$ cat config.mk
export PLATFORM = sky130hd
export DESIGN_NAME = status_led_and_beeper_sequencer_top_flat
export DESIGN_NICKNAME = d
export VERILOG_FILES = /design/src/design/slbs_pkg.sv /design/src/design/slbs_in_if.sv /design/src/design/slbs_out_if.sv /design/src/design/slbs_cfg_if.sv /design/src/design/slbs_pulse.sv /design/src/design/slbs_beeper.sv /design/src/design/status_led_and_beeper_sequencer_top.sv /design/src/flat_wrapper.sv
export SDC_FILE = /design/constraint.sdc
export NUM_CORES = 1
export LEC_CHECK = 0
export BUFFER_PORTS_ARGS = -buffer_cell sky130_fd_sc_hd__buf_2
export CAP_MARGIN = 20
export CELL_PAD_IN_SITES_DETAIL_PLACEMENT = 0
export CELL_PAD_IN_SITES_GLOBAL_PLACEMENT = 1
export CORE_MARGIN = 3
export CORE_UTILIZATION = 45
export DETAILED_ROUTE_END_ITERATION = 12
export HOLD_SLACK_MARGIN = 0.03
export PLACE_DENSITY = 0.89
export SETUP_SLACK_MARGIN = 0.3
export SLEW_MARGIN = 20
export SYNTH_ARGS = -nofsm -noshare
export SYNTH_HDL_FRONTEND = slang
export SYNTH_SLANG_ARGS = --single-unit
$ cat constraint.sdc
create_clock -name clk -period 5.5 [get_ports clk]
set_clock_uncertainty 0.05 [all_clocks]
set_input_delay 1.1 -clock clk [delete_from_list [all_inputs] [get_ports clk]]
set_output_delay 1.1 -clock clk [all_outputs]
set_load 0.1 [all_outputs]
$ cat src/design/slbs_pkg.sv
`timescale 1ns / 1ps
// ----------------------------------------------------------------------------
// Status LED and beeper sequencer package
// Shared widths, register indexes, action codes and reset values.
// ----------------------------------------------------------------------------
package slbs_pkg;

	localparam int TimeW = 32;
	localparam int CfgW  = 24;
	localparam int IdxW  = 3;
	localparam int TogW  = 3;

	typedef logic [TimeW-1:0] time_t;
	typedef logic [CfgW-1:0]  cfg_val_t;
	typedef logic [TogW-1:0]  tog_cnt_t;

	typedef enum logic [1:0] {
		ACT_UPDATE  = 2'd0,
		ACT_SUCCESS = 2'd1,
		ACT_FAILURE = 2'd2
	} action_t;

	typedef enum logic [IdxW-1:0] {
		REG_HEART_PERIOD = 3'd0,
		REG_HEART_ON     = 3'd1,
		REG_ARM_PERIOD   = 3'd2,
		REG_ARM_ON       = 3'd3,
		REG_SHORT_BEEP   = 3'd4,
		REG_LONG_BEEP    = 3'd5
	} reg_idx_t;

	localparam cfg_val_t HeartPeriodRst = 24'd1000000;
	localparam cfg_val_t HeartOnRst     = 24'd250000;
	localparam cfg_val_t ArmPeriodRst   = 24'd500000;
	localparam cfg_val_t ArmOnRst       = 24'd250000;
	localparam cfg_val_t ShortBeepRst   = 24'd100000;
	localparam cfg_val_t LongBeepRst    = 24'd1000000;

	// Toggle counts: two per beep.
	localparam tog_cnt_t TogSuccess  = 3'd4;
	localparam tog_cnt_t TogFailure  = 3'd2;
	localparam tog_cnt_t TogFailsafe = 3'd2;

	// Request from the top level to the beeper for one item.
	typedef struct packed {
		logic step;
		logic start_success;
		logic start_failure;
		logic update;
		logic failsafe;
	} beep_req_t;

endpackage

$ cat src/design/slbs_in_if.sv
`timescale 1ns / 1ps
// ----------------------------------------------------------------------------
// Input item channel
// Valid/ready channel carrying one timestamp update or beep request.
// ----------------------------------------------------------------------------
interface slbs_in_if import slbs_pkg::*; ();
	logic              valid;
	logic              ready;
	logic [1:0]        action;
	logic [TimeW-1:0]  time_us;
	logic              armed;
	logic              safety_engaged;
	logic              failsafe;

	modport source (output valid, output action, output time_us, output armed,
		output safety_engaged, output failsafe, input ready);
	modport sink (input valid, input action, input time_us, input armed,
		input safety_engaged, input failsafe, output ready);
endinterface

$ cat src/design/slbs_out_if.sv
`timescale 1ns / 1ps
// ----------------------------------------------------------------------------
// Result item channel
// Valid/ready channel carrying the LED and buzzer levels.
// ----------------------------------------------------------------------------
interface slbs_out_if;
	logic valid;
	logic ready;
	logic heart_led;
	logic arm_led;
	logic buzzer_on;

	modport source (output valid, output heart_led, output arm_led, output buzzer_on,
		input ready);
	modport sink (input valid, input heart_led, input arm_led, input buzzer_on,
		output ready);
endinterface

$ cat src/design/slbs_cfg_if.sv
`timescale 1ns / 1ps
// ----------------------------------------------------------------------------
// Configuration write channel
// Valid/ready channel carrying a register index and its write data.
// ----------------------------------------------------------------------------
interface slbs_cfg_if import slbs_pkg::*; ();
	logic             valid;
	logic             ready;
	logic [IdxW-1:0]  index;
	logic [CfgW-1:0]  data;

	modport source (output valid, output index, output data, input ready);
	modport sink (input valid, input index, input data, output ready);
endinterface

$ cat src/design/slbs_pulse.sv
`timescale 1ns / 1ps
// ----------------------------------------------------------------------------
// LED pulse timer
// Keeps a window start and gives the lit level for the current timestamp.
// ----------------------------------------------------------------------------
module slbs_pulse import slbs_pkg::*; (
	input  logic     clk,
	input  logic     arst_n,
	input  logic     upd,
	input  time_t    now,
	input  cfg_val_t period,
	input  cfg_val_t on_len,
	output logic     lit
);

	time_t start_q;
	time_t elapsed;
	logic  restart;

	assign elapsed = now - start_q;
	assign restart = elapsed > {{(TimeW-CfgW){1'b0}}, period};

	// After a restart the elapsed time is zero, so the LED is lit for any non-zero on-length.
	assign lit = restart ? (on_len != '0)
		: (elapsed < {{(TimeW-CfgW){1'b0}}, on_len});

	always_ff @(posedge clk or negedge arst_n) begin
		if (!arst_n) begin
			start_q <= '0;
		end else if (upd && restart) begin
			start_q <= now;
		end
	end

endmodule

$ cat src/design/slbs_beeper.sv
`timescale 1ns / 1ps
// ----------------------------------------------------------------------------
// Buzzer sequencer
// Starts beep sequences and toggles the buzzer when each interval elapses.
// ----------------------------------------------------------------------------
module slbs_beeper import slbs_pkg::*; (
	input  logic      clk,
	input  logic      arst_n,
	input  beep_req_t req,
	input  time_t     now,
	input  cfg_val_t  short_beep,
	input  cfg_val_t  long_beep,
	output logic      level
);

	time_t    toggle_time_q;
	tog_cnt_t toggles_q;
	cfg_val_t interval_q;
	logic     level_q;

	time_t    toggle_time_d;
	tog_cnt_t toggles_d;
	cfg_val_t interval_d;
	logic     level_d;

	time_t    base_time;
	tog_cnt_t base_toggles;
	cfg_val_t base_interval;
	logic     base_level;
	time_t    elapsed;

	always_comb begin
		base_time     = toggle_time_q;
		base_toggles  = toggles_q;
		base_interval = interval_q;
		base_level    = level_q;
		// A failsafe only starts a beep when no sequence is running.
		if (req.update && req.failsafe && (toggles_q == '0)) begin
			base_time     = '0;
			base_toggles  = TogFailsafe;
			base_interval = short_beep;
			base_level    = 1'b0;
		end
		elapsed = now - base_time;

		toggle_time_d = base_time;
		toggles_d     = base_toggles;
		interval_d    = base_interval;
		level_d       = base_level;
		if (req.start_success) begin
			toggle_time_d = '0;
			toggles_d     = TogSuccess;
			interval_d    = short_beep;
			level_d       = 1'b0;
		end else if (req.start_failure) begin
			toggle_time_d = '0;
			toggles_d     = TogFailure;
			interval_d    = long_beep;
			level_d       = 1'b0;
		end else if (req.update && (base_toggles != '0)
			&& (elapsed > {{(TimeW-CfgW){1'b0}}, base_interval})) begin
			level_d       = ~base_level;
			toggle_time_d = now;
			toggles_d     = base_toggles - tog_cnt_t'(1);
		end
	end

	always_ff @(posedge clk or negedge arst_n) begin
		if (!arst_n) begin
			toggle_time_q <= '0;
			toggles_q     <= '0;
			interval_q    <= '0;
			level_q       <= 1'b0;
		end else if (req.step) begin
			toggle_time_q <= toggle_time_d;
			toggles_q     <= toggles_d;
			interval_q    <= interval_d;
			level_q       <= level_d;
		end
	end

	assign level = level_q;

endmodule

$ cat src/design/status_led_and_beeper_sequencer_top.sv
`timescale 1ns / 1ps
// ----------------------------------------------------------------------------
// Status LED and beeper sequencer
// Drives a heartbeat LED, an arm LED and a buzzer from a microsecond timestamp.
// ----------------------------------------------------------------------------
// Usage: each item on item_in carries an action (update, success beeps or
// failure beep), the current timestamp and the armed, safety and failsafe
// flags. Every item gives exactly one result item on result_out with the
// heartbeat LED, arm LED and buzzer levels after that item.
// An accepted item waits in the input register until the result register is
// free, is then worked out against the timer state into the result register.
// One item per cycle is sustained while the receiver is ready; the state
// update for an item is a pair of 32-bit subtract-and-compare paths per timer.
// The result register is the LED and buzzer state itself, so while the
// receiver stalls it holds, one further item waits in the input register
// and item_in drops ready after that.
// The cfg channel is always ready and writes the six timing registers by
// index; writes to other indexes are ignored. Write only while idle.
// Reset (arst_n low) restores the default timings, clears all timers and
// levels and empties both registers.
// ----------------------------------------------------------------------------
module status_led_and_beeper_sequencer_top import slbs_pkg::*; (
	input logic        clk,
	input logic        arst_n,
	slbs_in_if.sink    item_in,
	slbs_out_if.source result_out,
	slbs_cfg_if.sink   cfg
);

	cfg_val_t heart_period_q, heart_on_q, arm_period_q, arm_on_q;
	cfg_val_t short_beep_q, long_beep_q;

	logic       valid_s1;
	logic [1:0] action_s1;
	time_t      time_s1;
	logic       armed_s1;
	logic       engaged_s1;
	logic       failsafe_s1;

	logic      out_valid_q;
	logic      heart_lit_q;
	logic      arm_lit_q;
	logic      advance;
	logic      accept;
	logic      is_update;
	logic      heart_nxt;
	logic      arm_pulse_nxt;
	logic      buzzer_level;
	beep_req_t beep_req;

	// Configuration registers.
	assign cfg.ready = 1'b1;

	always_ff @(posedge clk or negedge arst_n) begin
		if (!arst_n) begin
			heart_period_q <= HeartPeriodRst;
			heart_on_q     <= HeartOnRst;
			arm_period_q   <= ArmPeriodRst;
			arm_on_q       <= ArmOnRst;
			short_beep_q   <= ShortBeepRst;
			long_beep_q    <= LongBeepRst;
		end else if (cfg.valid) begin
			case (cfg.index)
				REG_HEART_PERIOD: heart_period_q <= cfg.data;
				REG_HEART_ON:     heart_on_q     <= cfg.data;
				REG_ARM_PERIOD:   arm_period_q   <= cfg.data;
				REG_ARM_ON:       arm_on_q       <= cfg.data;
				REG_SHORT_BEEP:   short_beep_q   <= cfg.data;
				REG_LONG_BEEP:    long_beep_q    <= cfg.data;
				default: ;
			endcase
		end
	end

	// Handshake: the input register moves on whenever the result register is free.
	assign advance       = valid_s1 && (!out_valid_q || result_out.ready);
	assign item_in.ready = !valid_s1 || advance;
	assign accept        = item_in.valid && item_in.ready;

	always_ff @(posedge clk or negedge arst_n) begin
		if (!arst_n) begin
			valid_s1    <= 1'b0;
			out_valid_q <= 1'b0;
		end else begin
			if (accept) begin
				valid_s1 <= 1'b1;
			end else if (advance) begin
				valid_s1 <= 1'b0;
			end
			if (advance) begin
				out_valid_q <= 1'b1;
			end else if (result_out.ready) begin
				out_valid_q <= 1'b0;
			end
		end
	end

	always_ff @(posedge clk) begin
		if (accept) begin
			action_s1   <= item_in.action;
			time_s1     <= item_in.time_us;
			armed_s1    <= item_in.armed;
			engaged_s1  <= item_in.safety_engaged;
			failsafe_s1 <= item_in.failsafe;
		end
	end

	assign is_update = (action_s1 == ACT_UPDATE);

	slbs_pulse u_heart (
		.clk    (clk),
		.arst_n (arst_n),
		.upd    (advance && is_update),
		.now    (time_s1),
		.period (heart_period_q),
		.on_len (heart_on_q),
		.lit    (heart_nxt)
	);

	// The arm blink window only runs while disarmed with the switch released.
	slbs_pulse u_arm (
		.clk    (clk),
		.arst_n (arst_n),
		.upd    (advance && is_update && !armed_s1 && !engaged_s1),
		.now    (time_s1),
		.period (arm_period_q),
		.on_len (arm_on_q),
		.lit    (arm_pulse_nxt)
	);

	always_ff @(posedge clk or negedge arst_n) begin
		if (!arst_n) begin
			heart_lit_q <= 1'b0;
			arm_lit_q   <= 1'b0;
		end else if (advance && is_update) begin
			heart_lit_q <= heart_nxt;
			arm_lit_q   <= armed_s1 || (!engaged_s1 && arm_pulse_nxt);
		end
	end

	assign beep_req.step          = advance;
	assign beep_req.start_success = (action_s1 == ACT_SUCCESS);
	assign beep_req.start_failure = (action_s1 == ACT_FAILURE);
	assign beep_req.update        = is_update;
	assign beep_req.failsafe      = failsafe_s1;

	slbs_beeper u_beeper (
		.clk        (clk),
		.arst_n     (arst_n),
		.req        (beep_req),
		.now        (time_s1),
		.short_beep (short_beep_q),
		.long_beep  (long_beep_q),
		.level      (buzzer_level)
	);

	assign result_out.valid     = out_valid_q;
	assign result_out.heart_led = heart_lit_q;
	assign result_out.arm_led   = arm_lit_q;
	assign result_out.buzzer_on = buzzer_level;

endmodule

$ cat src/flat_wrapper.sv
// flat-port wrapper written by rule: the top's interface ports become plain ports
module status_led_and_beeper_sequencer_top_flat import slbs_pkg::*;
  (clk, arst_n, item_in_valid, item_in_action, item_in_time_us, item_in_armed, item_in_safety_engaged, item_in_failsafe, item_in_ready, result_out_valid, result_out_heart_led, result_out_arm_led, result_out_buzzer_on, result_out_ready, cfg_valid, cfg_index, cfg_data, cfg_ready);
  slbs_in_if item_in_i ();
  slbs_out_if result_out_i ();
  slbs_cfg_if cfg_i ();
  input logic clk;
  input logic arst_n;
  input wire logic [$bits(item_in_i.valid)-1:0] item_in_valid;
  input wire logic [$bits(item_in_i.action)-1:0] item_in_action;
  input wire logic [$bits(item_in_i.time_us)-1:0] item_in_time_us;
  input wire logic [$bits(item_in_i.armed)-1:0] item_in_armed;
  input wire logic [$bits(item_in_i.safety_engaged)-1:0] item_in_safety_engaged;
  input wire logic [$bits(item_in_i.failsafe)-1:0] item_in_failsafe;
  output wire logic [$bits(item_in_i.ready)-1:0] item_in_ready;
  output wire logic [$bits(result_out_i.valid)-1:0] result_out_valid;
  output wire logic [$bits(result_out_i.heart_led)-1:0] result_out_heart_led;
  output wire logic [$bits(result_out_i.arm_led)-1:0] result_out_arm_led;
  output wire logic [$bits(result_out_i.buzzer_on)-1:0] result_out_buzzer_on;
  input wire logic [$bits(result_out_i.ready)-1:0] result_out_ready;
  input wire logic [$bits(cfg_i.valid)-1:0] cfg_valid;
  input wire logic [$bits(cfg_i.index)-1:0] cfg_index;
  input wire logic [$bits(cfg_i.data)-1:0] cfg_data;
  output wire logic [$bits(cfg_i.ready)-1:0] cfg_ready;
  assign item_in_i.valid = item_in_valid;
  assign item_in_i.action = item_in_action;
  assign item_in_i.time_us = item_in_time_us;
  assign item_in_i.armed = item_in_armed;
  assign item_in_i.safety_engaged = item_in_safety_engaged;
  assign item_in_i.failsafe = item_in_failsafe;
  assign item_in_ready = item_in_i.ready;
  assign result_out_valid = result_out_i.valid;
  assign result_out_heart_led = result_out_i.heart_led;
  assign result_out_arm_led = result_out_i.arm_led;
  assign result_out_buzzer_on = result_out_i.buzzer_on;
  assign result_out_i.ready = result_out_ready;
  assign cfg_i.valid = cfg_valid;
  assign cfg_i.index = cfg_index;
  assign cfg_i.data = cfg_data;
  assign cfg_ready = cfg_i.ready;
  status_led_and_beeper_sequencer_top u_core (.clk(clk), .arst_n(arst_n), .item_in(item_in_i), .result_out(result_out_i), .cfg(cfg_i));
endmodule
==> metrics.md, run 1 <==
| Metric | Value |
|---|---|
| Reg power frac | 0.264 |
| Post-Syn Instances | 2235 |
| Sequential fraction of the synthesis area | 0.378 |
| DRC viols | 0 |
| Initial Util | 0.460 |
| Leakage | 11.3 nW |
| TritonCTS clock tree | yes |
| Crit path buf inv count | 7 |
| Status | completed |
| Total GRT Usage | 0.252 |
| Gate power share | 0.539 |
| Critical Path Sink Type | register |
| Vias in the first global route | 17300 |
| Via density per instance | 5.97 |
| Post-synthesis area per instance | 9.43 um^2 |
| Max transition margin | 0.318 |
| Netlist cell types | 86 |
| Crit Reg-Reg Startpoint | u_core.time_s1[0]$_DFFE_PP_ |
| Core Area | 45800 um^2 |
| Worst flop-to-flop path endpoint | u_core.u_heart.start_q[29]$_DFFE_PN0P_ |
| Pin count of the biggest net entering global routing | 122 |
| Cts hold-fix bufs | 0 |
| R2r worst-path depth | 26 |
| Least-Margin Pin Slew | 1.02 ns |
| CTS root buf | clkbuf_16 |
| Hpwl dp | 47100 um |
| TNS Setup | 0 ns |
| Total Power | 12.3 mW |
| Cell Pwr Density | 491 nW/um^2 |
| Startpoint types | register |
| Nets@finish | 2674 |
| Clock buffer count from CTS | 37 |
| WHS | 0.437 ns |
| Pre-CTS setup slack | -0.0800 ns |
| Async SR Flop Fraction | 0.880 |
| Total grt overflow | 0 |
| Die H | 222 um |
| Share of layout cells above drive strength 1 | 0.242 |
| IO Count | 75 |
| Clock tree buffer depth | 3 |
| Critical Path Fanout Max | 8 |
| Clock share of power | 0.197 |
| Arrival @ worst endpoint | 5.77 ns |
| H-tree levels | 2 |
| Switch Pwr | 5.17 mW |
| Full die area | 49500 um^2 |
| DRT Wirelength | 65200 um |
| Tcrit/Tclk final | 0.980 |
| Vias | 18000 |
| Die span in x | 222 um |
| Worst vdd ir | 0.266 mV |
| Post-synth EDFFs | 37 |
| Clk Latency, worst-skew pair | 0.56 ns |
| CP Depth | 26 |
| First DRT Iteration DRCs | 1754 |
| RSZ-0062 raised after global routing | yes |
| Post-route setup slack | 0.110 ns |
| Delay-heaviest family, CP | simple AND/OR/NAND/NOR gates |
| CP peak stage delay | 0.39 ns |
| Flop-to-flop setup slack | 0.11 ns |
| Crit path launch | u_core.time_s1[0]$_DFFE_PP_ |
| Sw Ratio | 0.419 |
| Max-slew violations | 0 |
| Initial antenna violation count | 1 |
| Synth Net Count | 2521 |
| Max_cap viols | 0 |
| Placement Rows | 78 |
| CP required | 5.88 ns |
| Hold Vio Cnt, Final | 0 |
| Fmax | 0.186 GHz |
| Remaining antenna violation count | 0 |
| CTS clock-pin slew for the worst setup and hold paths | 0.06 ns |
| Post-Synthesis Cell Area | 21100 um^2 |
| Capture point of the worst path | u_core.u_heart.start_q[29]$_DFFE_PN0P_ |
| Slowest cell on the critical path | edfxtp_1 |
| #FFs+latches synth | 309 |
| Setup Viol. Count Final | 0 |
| First-pass GRT wire length | 99600 um |
| Placer Congestion | 0.964 |
| Port bufs | 73 |
| Clk sinks | 309 |
| Most used flip-flop cell after synthesis | dfrtp_1 |
| Drt first pass iters | 5 |
| Setup CP Type | register to register |
| Final Critical Period | 5.39 ns |
| Fill cells | 3938 |
| Ys Warns | 0 |
| Growth of design area from synthesis to finish | 19.4% |
| Avg WL per Cell | 21.6 um |
| Hold/Removal Path Class | register to register |
| Int Pwr | 7.17 mW |
metrics by stage:
| stage | util | area (um^2) | cells |
|---|---|---|---|
| global placement | 0.489 | 22400 | 2880 |
| global route | 0.550 | 25200 | 3016 |
| detailed placement | 0.489 | 22400 | 2880 |
| CTS | 0.528 | 24200 | 2977 |
| finish | 0.550 | 25200 | 3017 |
| floorplan | - | 21100 | 2235 |
worst min-delay path by stage:
stage	startpoint	to	slack [ns]	cells after the start
after global routing	u_core.u_arm.start_q[1]$_DFFE_PN0P_	u_core.u_arm.start_q[1]$_DFFE_PN0P_	0.46	1
after floorplan	u_core.u_beeper.toggles_q[0]$_DFFE_PN0P_	u_core.u_beeper.toggles_q[0]$_DFFE_PN0P_	0.40	1
final	u_core.u_arm.start_q[1]$_DFFE_PN0P_	u_core.u_arm.start_q[1]$_DFFE_PN0P_	0.44	1
after global placement	u_core.u_beeper.toggles_q[0]$_DFFE_PN0P_	u_core.u_beeper.toggles_q[0]$_DFFE_PN0P_	0.42	1
after detailed placement	u_core.u_arm.start_q[1]$_DFFE_PN0P_	u_core.u_arm.start_q[1]$_DFFE_PN0P_	0.43	1
after CTS	u_core.u_arm.start_q[1]$_DFFE_PN0P_	u_core.u_arm.start_q[1]$_DFFE_PN0P_	0.44	1
kinds of logic (layout without fill, tap and decap cells):
kind of cell               count (synthesis)  after routing  share of synthesized area
DFF                                      309            309                      0.378
buffers and inverters                    266            446                     0.0505
AOI/OAI and AO/OA                        597            597                      0.183
muxes                                    170            170                     0.0925
and+or+nand+nor                          595            596                      0.132
other                                      1              2                   0.000178
xor gates and xnor gates                  80             80                     0.0332
adders and majority gates                217            217                      0.130
synth_stat cells (all sizes together) (48+ instances only):
cell	count	share of area
a211oi	48	0.017
a21o	55	0.020
a21oi	145	0.035
clkbuf	67	0.012
dfrtp	231	0.27
ha	214	0.13
inv	171	0.030
mux2	144	0.080
nand2	208	0.037
nor2	158	0.028
nor3	49	0.012
o21ai	183	0.044
xnor2	52	0.022
placed cells by master, fill, tap and decap left out, types with 27 or more instances in the layout:
cell type  netlist  routed
dfrtp_1        231     231
xnor2_1         52      47
edfxtp_1        37      37
o21ai_1         32      43
nor3_1          48      43
xor2_1          28      27
buf_4            1     109
a21oi_1        144     117
inv_1          171     166
mux2_4          18      59
dfstp_2         41      41
nor2_1         158     154
buf_2           13      72
ha_1           214     198
clkbuf_16        0      42
nand4_1         42      42
nand2_1        208     198
o21ai_0        149     132
mux2_2         114      84
a21o_1          55      55
a211oi_1        48      45
sequential cells by signal, summed over array words and instances, names as in the netlist:
| name | count |
|---|---|
| u_core.u_arm.start_q | 32 |
| u_core.u_beeper.toggles_q | 3 |
| u_core.heart_period_q | 24 |
| u_core.u_beeper.toggle_time_q | 32 |
| u_core.short_beep_q | 24 |
| u_core.result_out.arm_led | 1 |
| u_core.engaged_s1 | 1 |
| u_core.u_beeper.level | 1 |
| u_core.heart_on_q | 24 |
| u_core.time_s1 | 32 |
| u_core.armed_s1 | 1 |
| u_core.u_beeper.interval_q | 24 |
| u_core.result_out.heart_led | 1 |
| u_core.action_s1 | 2 |
| u_core.long_beep_q | 24 |
| u_core.arm_period_q | 24 |
| u_core.valid_s1 | 1 |
| u_core.result_out.valid | 1 |
| u_core.u_heart.start_q | 32 |
| u_core.failsafe_s1 | 1 |
| u_core.arm_on_q | 24 |
per-layer routing:
metal,global-route usage,wire (um),vias up
met4,0.0917,2560,0
li1,-,-,8404
met2,0.397,29000,611
met5,0,0,-
met1,0.359,30200,8875
met3,0.0299,3440,119
cell type report:
class / count / area [um^2] / area share
clock buffer: 50 / 1040 / 0.0412
clock inverter: 17 / 165 / 0.00656
tap: 600 / 751 / 0.0298
inverter: 172 / 648 / 0.0257
antenna: 1 / 2.50 / 0.0000994
sequential: 309 / 7970 / 0.317
timing repair buffer: 207 / 1680 / 0.0666
multi-input combinational: 1661 / 12900 / 0.513
power groups by stage:
stage               clock [mW]  combinational [mW]  sequential (mW)
floorplan                    0                4.18             3.21
global placement             0                5.65             3.24
detailed placement           0                5.80             3.26
CTS                       2.49                6.03             3.23
global route              2.58                7.33             3.32
finish                    2.43                6.65             3.26
repair_timing:
action                     4_1_cts  5_1_grt
cloned                           4        6
setup endpoints to repair      100      102
pin swaps                       29      100
gates resized for setup         66      141
setup buffers                   26       33
Power figures use the tool's default switching activity.
==> inputs of run 2 (changes only) <==
Settings changed: CELL_PAD_IN_SITES_DETAIL_PLACEMENT 0 to 1, CELL_PAD_IN_SITES_GLOBAL_PLACEMENT 1 to 2, CORE_UTILIZATION 45 to 37, PLACE_DENSITY 0.89 to 0.88.
==> run 2 against run 1 <==
- the run now ends with setup timing left
- critical endpoint is now u_core.u_arm.start_q[5]$_DFFE_PN0P_
- highest routed layer unchanged
- final area rose by 4.5%
- sequential power up 2%
- final cell count grew 5.7%
- flip-flop and latch count unchanged
- core utilization decreased by 7.8 points
- first-iteration DRC count fell by 31%
==> metrics.md, run 2 (same netlist as run 1, synthesis figures left out) <==
| Metric | Value |
|---|---|
| Status | finished, violations left |
| Failing checks | setup timing |
| CP required | 5.89 ns (about the same) |
| First DRT Iteration DRCs | 1210 (-31%) |
| Arrival @ worst endpoint | 6.10 ns (+0.33 ns) |
| Clk Latency, worst-skew pair | 0.58 ns (+0.02 ns) |
| CP most frequent cell | buf_4 |
| Storage cell area | 7970 um^2 (unchanged) |
| Remaining antenna violation count | 0 (unchanged) |
| M2 GR Usage | 0.394 (-0.00292) |
| CTS clock-pin slew for the worst setup and hold paths | 0.07 ns (about the same) |
| DRC viols | 0 (unchanged) |
| Share of layout cells above drive strength 1 | 0.280 (+0.0374) |
| Die span in x | 245 um (+10%) |
| Startpoint types | register |
| Fmax | 0.175 GHz (-5.6%) |
| Leakage | 11.7 nW (+3.3%) |
| CTS root buf | clkbuf_16 |
| Most frequent cells in the layout | 231 x dfrtp_1, 189 x nand2_1, 189 x ha_1 |
| Placer Congestion | 0.913 (-5.3%) |
| Cts hold-fix bufs | 0 (unchanged) |
| RSZ-0062 raised after global routing | yes |
| TNS Setup | -5.35 ns (-5.35 ns) |
| IO Count | 75 (unchanged) |
| Nets@finish | 2694 (+0.75%) |
| Least-Margin Pin Slew | 1.05 ns (+0.0252 ns) |
| Avg WL per Cell | 24.5 um (+13%) |
| Hold/Removal Path Class | register to register |
| Max_cap viols | 0 (unchanged) |
| CP Cell Sequence | buf_4 > buf_6 > ha_4 > o211a_1 > o21ai_0 > a21oi_1 > nor2_1 > buf_4 > xnor2_1 > ha_1 > a21oi_1 > o21ai_0 > a21o_1 > a211o_1 > a21oi_2 > o21ai_2 > nor2_1 > nor4b_4 > buf_4 > a2111oi_4 > buf_4 > buf_6 > clkbuf_16 > mux2_4 |
| First-pass GRT wire length | 112000 um (+12%) |
| GRT busiest layer | met2 |
| Clk sinks | 309 (unchanged) |
| Cell Area, Placed | 22600 um^2 (+1.0%) |
| Tcrit/Tclk final | 1.04 (+0.0578) |
| Placement Rows | 86 (+10%) |
| Port bufs | 73 (unchanged) |
| Die H | 245 um (+10%) |
| TritonCTS clock tree | yes |
| Multi-input logic area | 13300 um^2 (+3.0%) |
| Core Area | 55700 um^2 (+22%) |
| Critical Path Sink Type | register |
| Setup Viol. Count Final | 32 (+32) |
| Vias | 18600 (+3.5%) |
| Max-slew violations | 0 (unchanged) |
| Drt first pass iters | 5 (unchanged) |
| Pin count of the biggest net entering global routing | 109 (-11%) |
| N_diodes | 0 (-1) |
| Final instance area | 26300 um^2 (+4.5%) |
| Total grt overflow | 0 (unchanged) |
| Max transition margin | 0.301 (-0.0168) |
| Cell Pwr Density | 509 nW/um^2 (+3.7%) |
| GR Layer Usage met3 | 0.0350 (+0.00510) |
| Most common cell after layout, fill and taps aside | dfrtp_1 |
| Clock buffer count from CTS | 40 (+8.1%) |
| Critical Path Fanout Max | 6 (-2) |
| Full die area | 59900 um^2 (+21%) |
| H-tree levels | 2 (unchanged) |
| Setup CP Type | register to register |
| Post-route setup slack | -0.208 ns (-0.318 ns) |
| Worst vdd ir | 0.218 mV (-18%) |
| Final Critical Period | 5.71 ns (+0.318 ns) |
| CP peak stage delay | 0.52 ns (+0.13 ns) |
| Total GRT Usage | 0.238 (-0.0137) |
| M1 GR Usage | 0.326 (-0.0321) |
| DRT Wirelength | 78000 um (+20%) |
| Clock tree buffer depth | 3 (unchanged) |
| Via density per instance | 5.85 (-2.0%) |
| Vias in the first global route | 19000 (+9.4%) |
| Slowest cell on the critical path | edfxtp_1 |
| Hpwl dp | 54100 um (+15%) |
| Delay-heaviest family, CP | compound AO/OA/AOI/OAI gates |
| Growth of design area from synthesis to finish | 24.8% |
| Initial antenna violation count | 0 (-1) |
| Fill cells | 6297 (+60%) |
| Initial Util | 0.378 (-0.0823) |
| Crit path buf inv count | 7 (unchanged) |
| Hold Vio Cnt, Final | 0 (unchanged) |
[run 2: cell count changes in the layout (fill, tap and decap cells not counted), moves of 7 or more]
| cell | before | now |
|---|---|---|
| nand2_1 | 198 | 189 |
| ha_1 | 198 | 189 |
| o21ai_2 | 8 | 34 |
| clkbuf_16 | 42 | 51 |
| o21ai_1 | 43 | 13 |
| ha_4 | 10 | 17 |
[run 2: through the flow]
step | hold slack [ns] | cells | util | worst slack (ns) | total power, mW
finish | 0.443 | 3188 | 0.472 | -0.208 | 13.4
global route | 0.475 | 3188 | 0.472 | -0.290 | 14.2
CTS | 0.454 | 3143 | 0.444 | 0.103 | 12.5
detailed placement | 0.438 | 3034 | 0.406 | -0.236 | 9.37
global placement | 0.418 | 3034 | 0.406 | -0.243 | 9.06
floorplan | 0.400 | 2235 | - | 0.297 | 7.38
[run 2: metal layers]
metal | part of all wire | vias to the layer above | wire (um)
met5 | 0 | - | 0
li1 | - | 8444 | -
met2 | 0.47 | 527 | 36600
met3 | 0.051 | 121 | 3940
met1 | 0.45 | 9551 | 35000
met4 | 0.032 | 0 | 2480
[run 2: final cells by class]
cell class | instances | area share
clock buffers | 50 | 0.0430
well taps | 748 | 0.0356
repair buffers | 225 | 0.0768
multi-input cells | 1660 | 0.506
flip-flops and latches | 309 | 0.303
clock inverters | 24 | 0.0108
inverters | 172 | 0.0245
[run 2: what timing repair did]
action,CTS,global route
endpoints found under the setup margin,101,101
buffers inserted,30,33
pin swaps,29,68
cloned,5,12
gates resized for setup,82,215
[run 2: path summary, 6_finish.rpt]
path                            cells past startpoint                                             to  slack, ns                                          start
worst max-delay path                               24            u_core.u_arm.start_q[5]$_DFFE_PN0P_      -0.21                    u_core.time_s1[4]$_DFFE_PP_
worst min-delay path                                2  u_core.u_beeper.toggle_time_q[26]$_DFFE_PN0P_       0.44  u_core.u_beeper.toggle_time_q[26]$_DFFE_PN0P_
worst max register to register                     24            u_core.u_arm.start_q[5]$_DFFE_PN0P_      -0.21                    u_core.time_s1[4]$_DFFE_PP_
worst min register to register                      2  u_core.u_beeper.toggle_time_q[26]$_DFFE_PN0P_       0.44  u_core.u_beeper.toggle_time_q[26]$_DFFE_PN0P_
max in group asynchronous                           2  u_core.u_beeper.toggle_time_q[12]$_DFFE_PN0P_       3.71                                         arst_n
min in group asynchronous                           1         u_core.u_heart.start_q[16]$_DFFE_PN0P_       0.50                                         arst_n
[run 2: tightest hold or removal path, cell delays in order (launching register included)]
cell and delay, ns:
dfrtp_1 0.34, a32oi_1 0.07, o21ai_2 0.05
[run 2: where the power goes]
part,internal [mW],leakage [nW],switching [mW]
Clock,1.67,0.691,1.10
Sequential,2.90,3.57,0.405
Combinational,3.06,7.45,4.25
Total,7.63,11.7,5.75
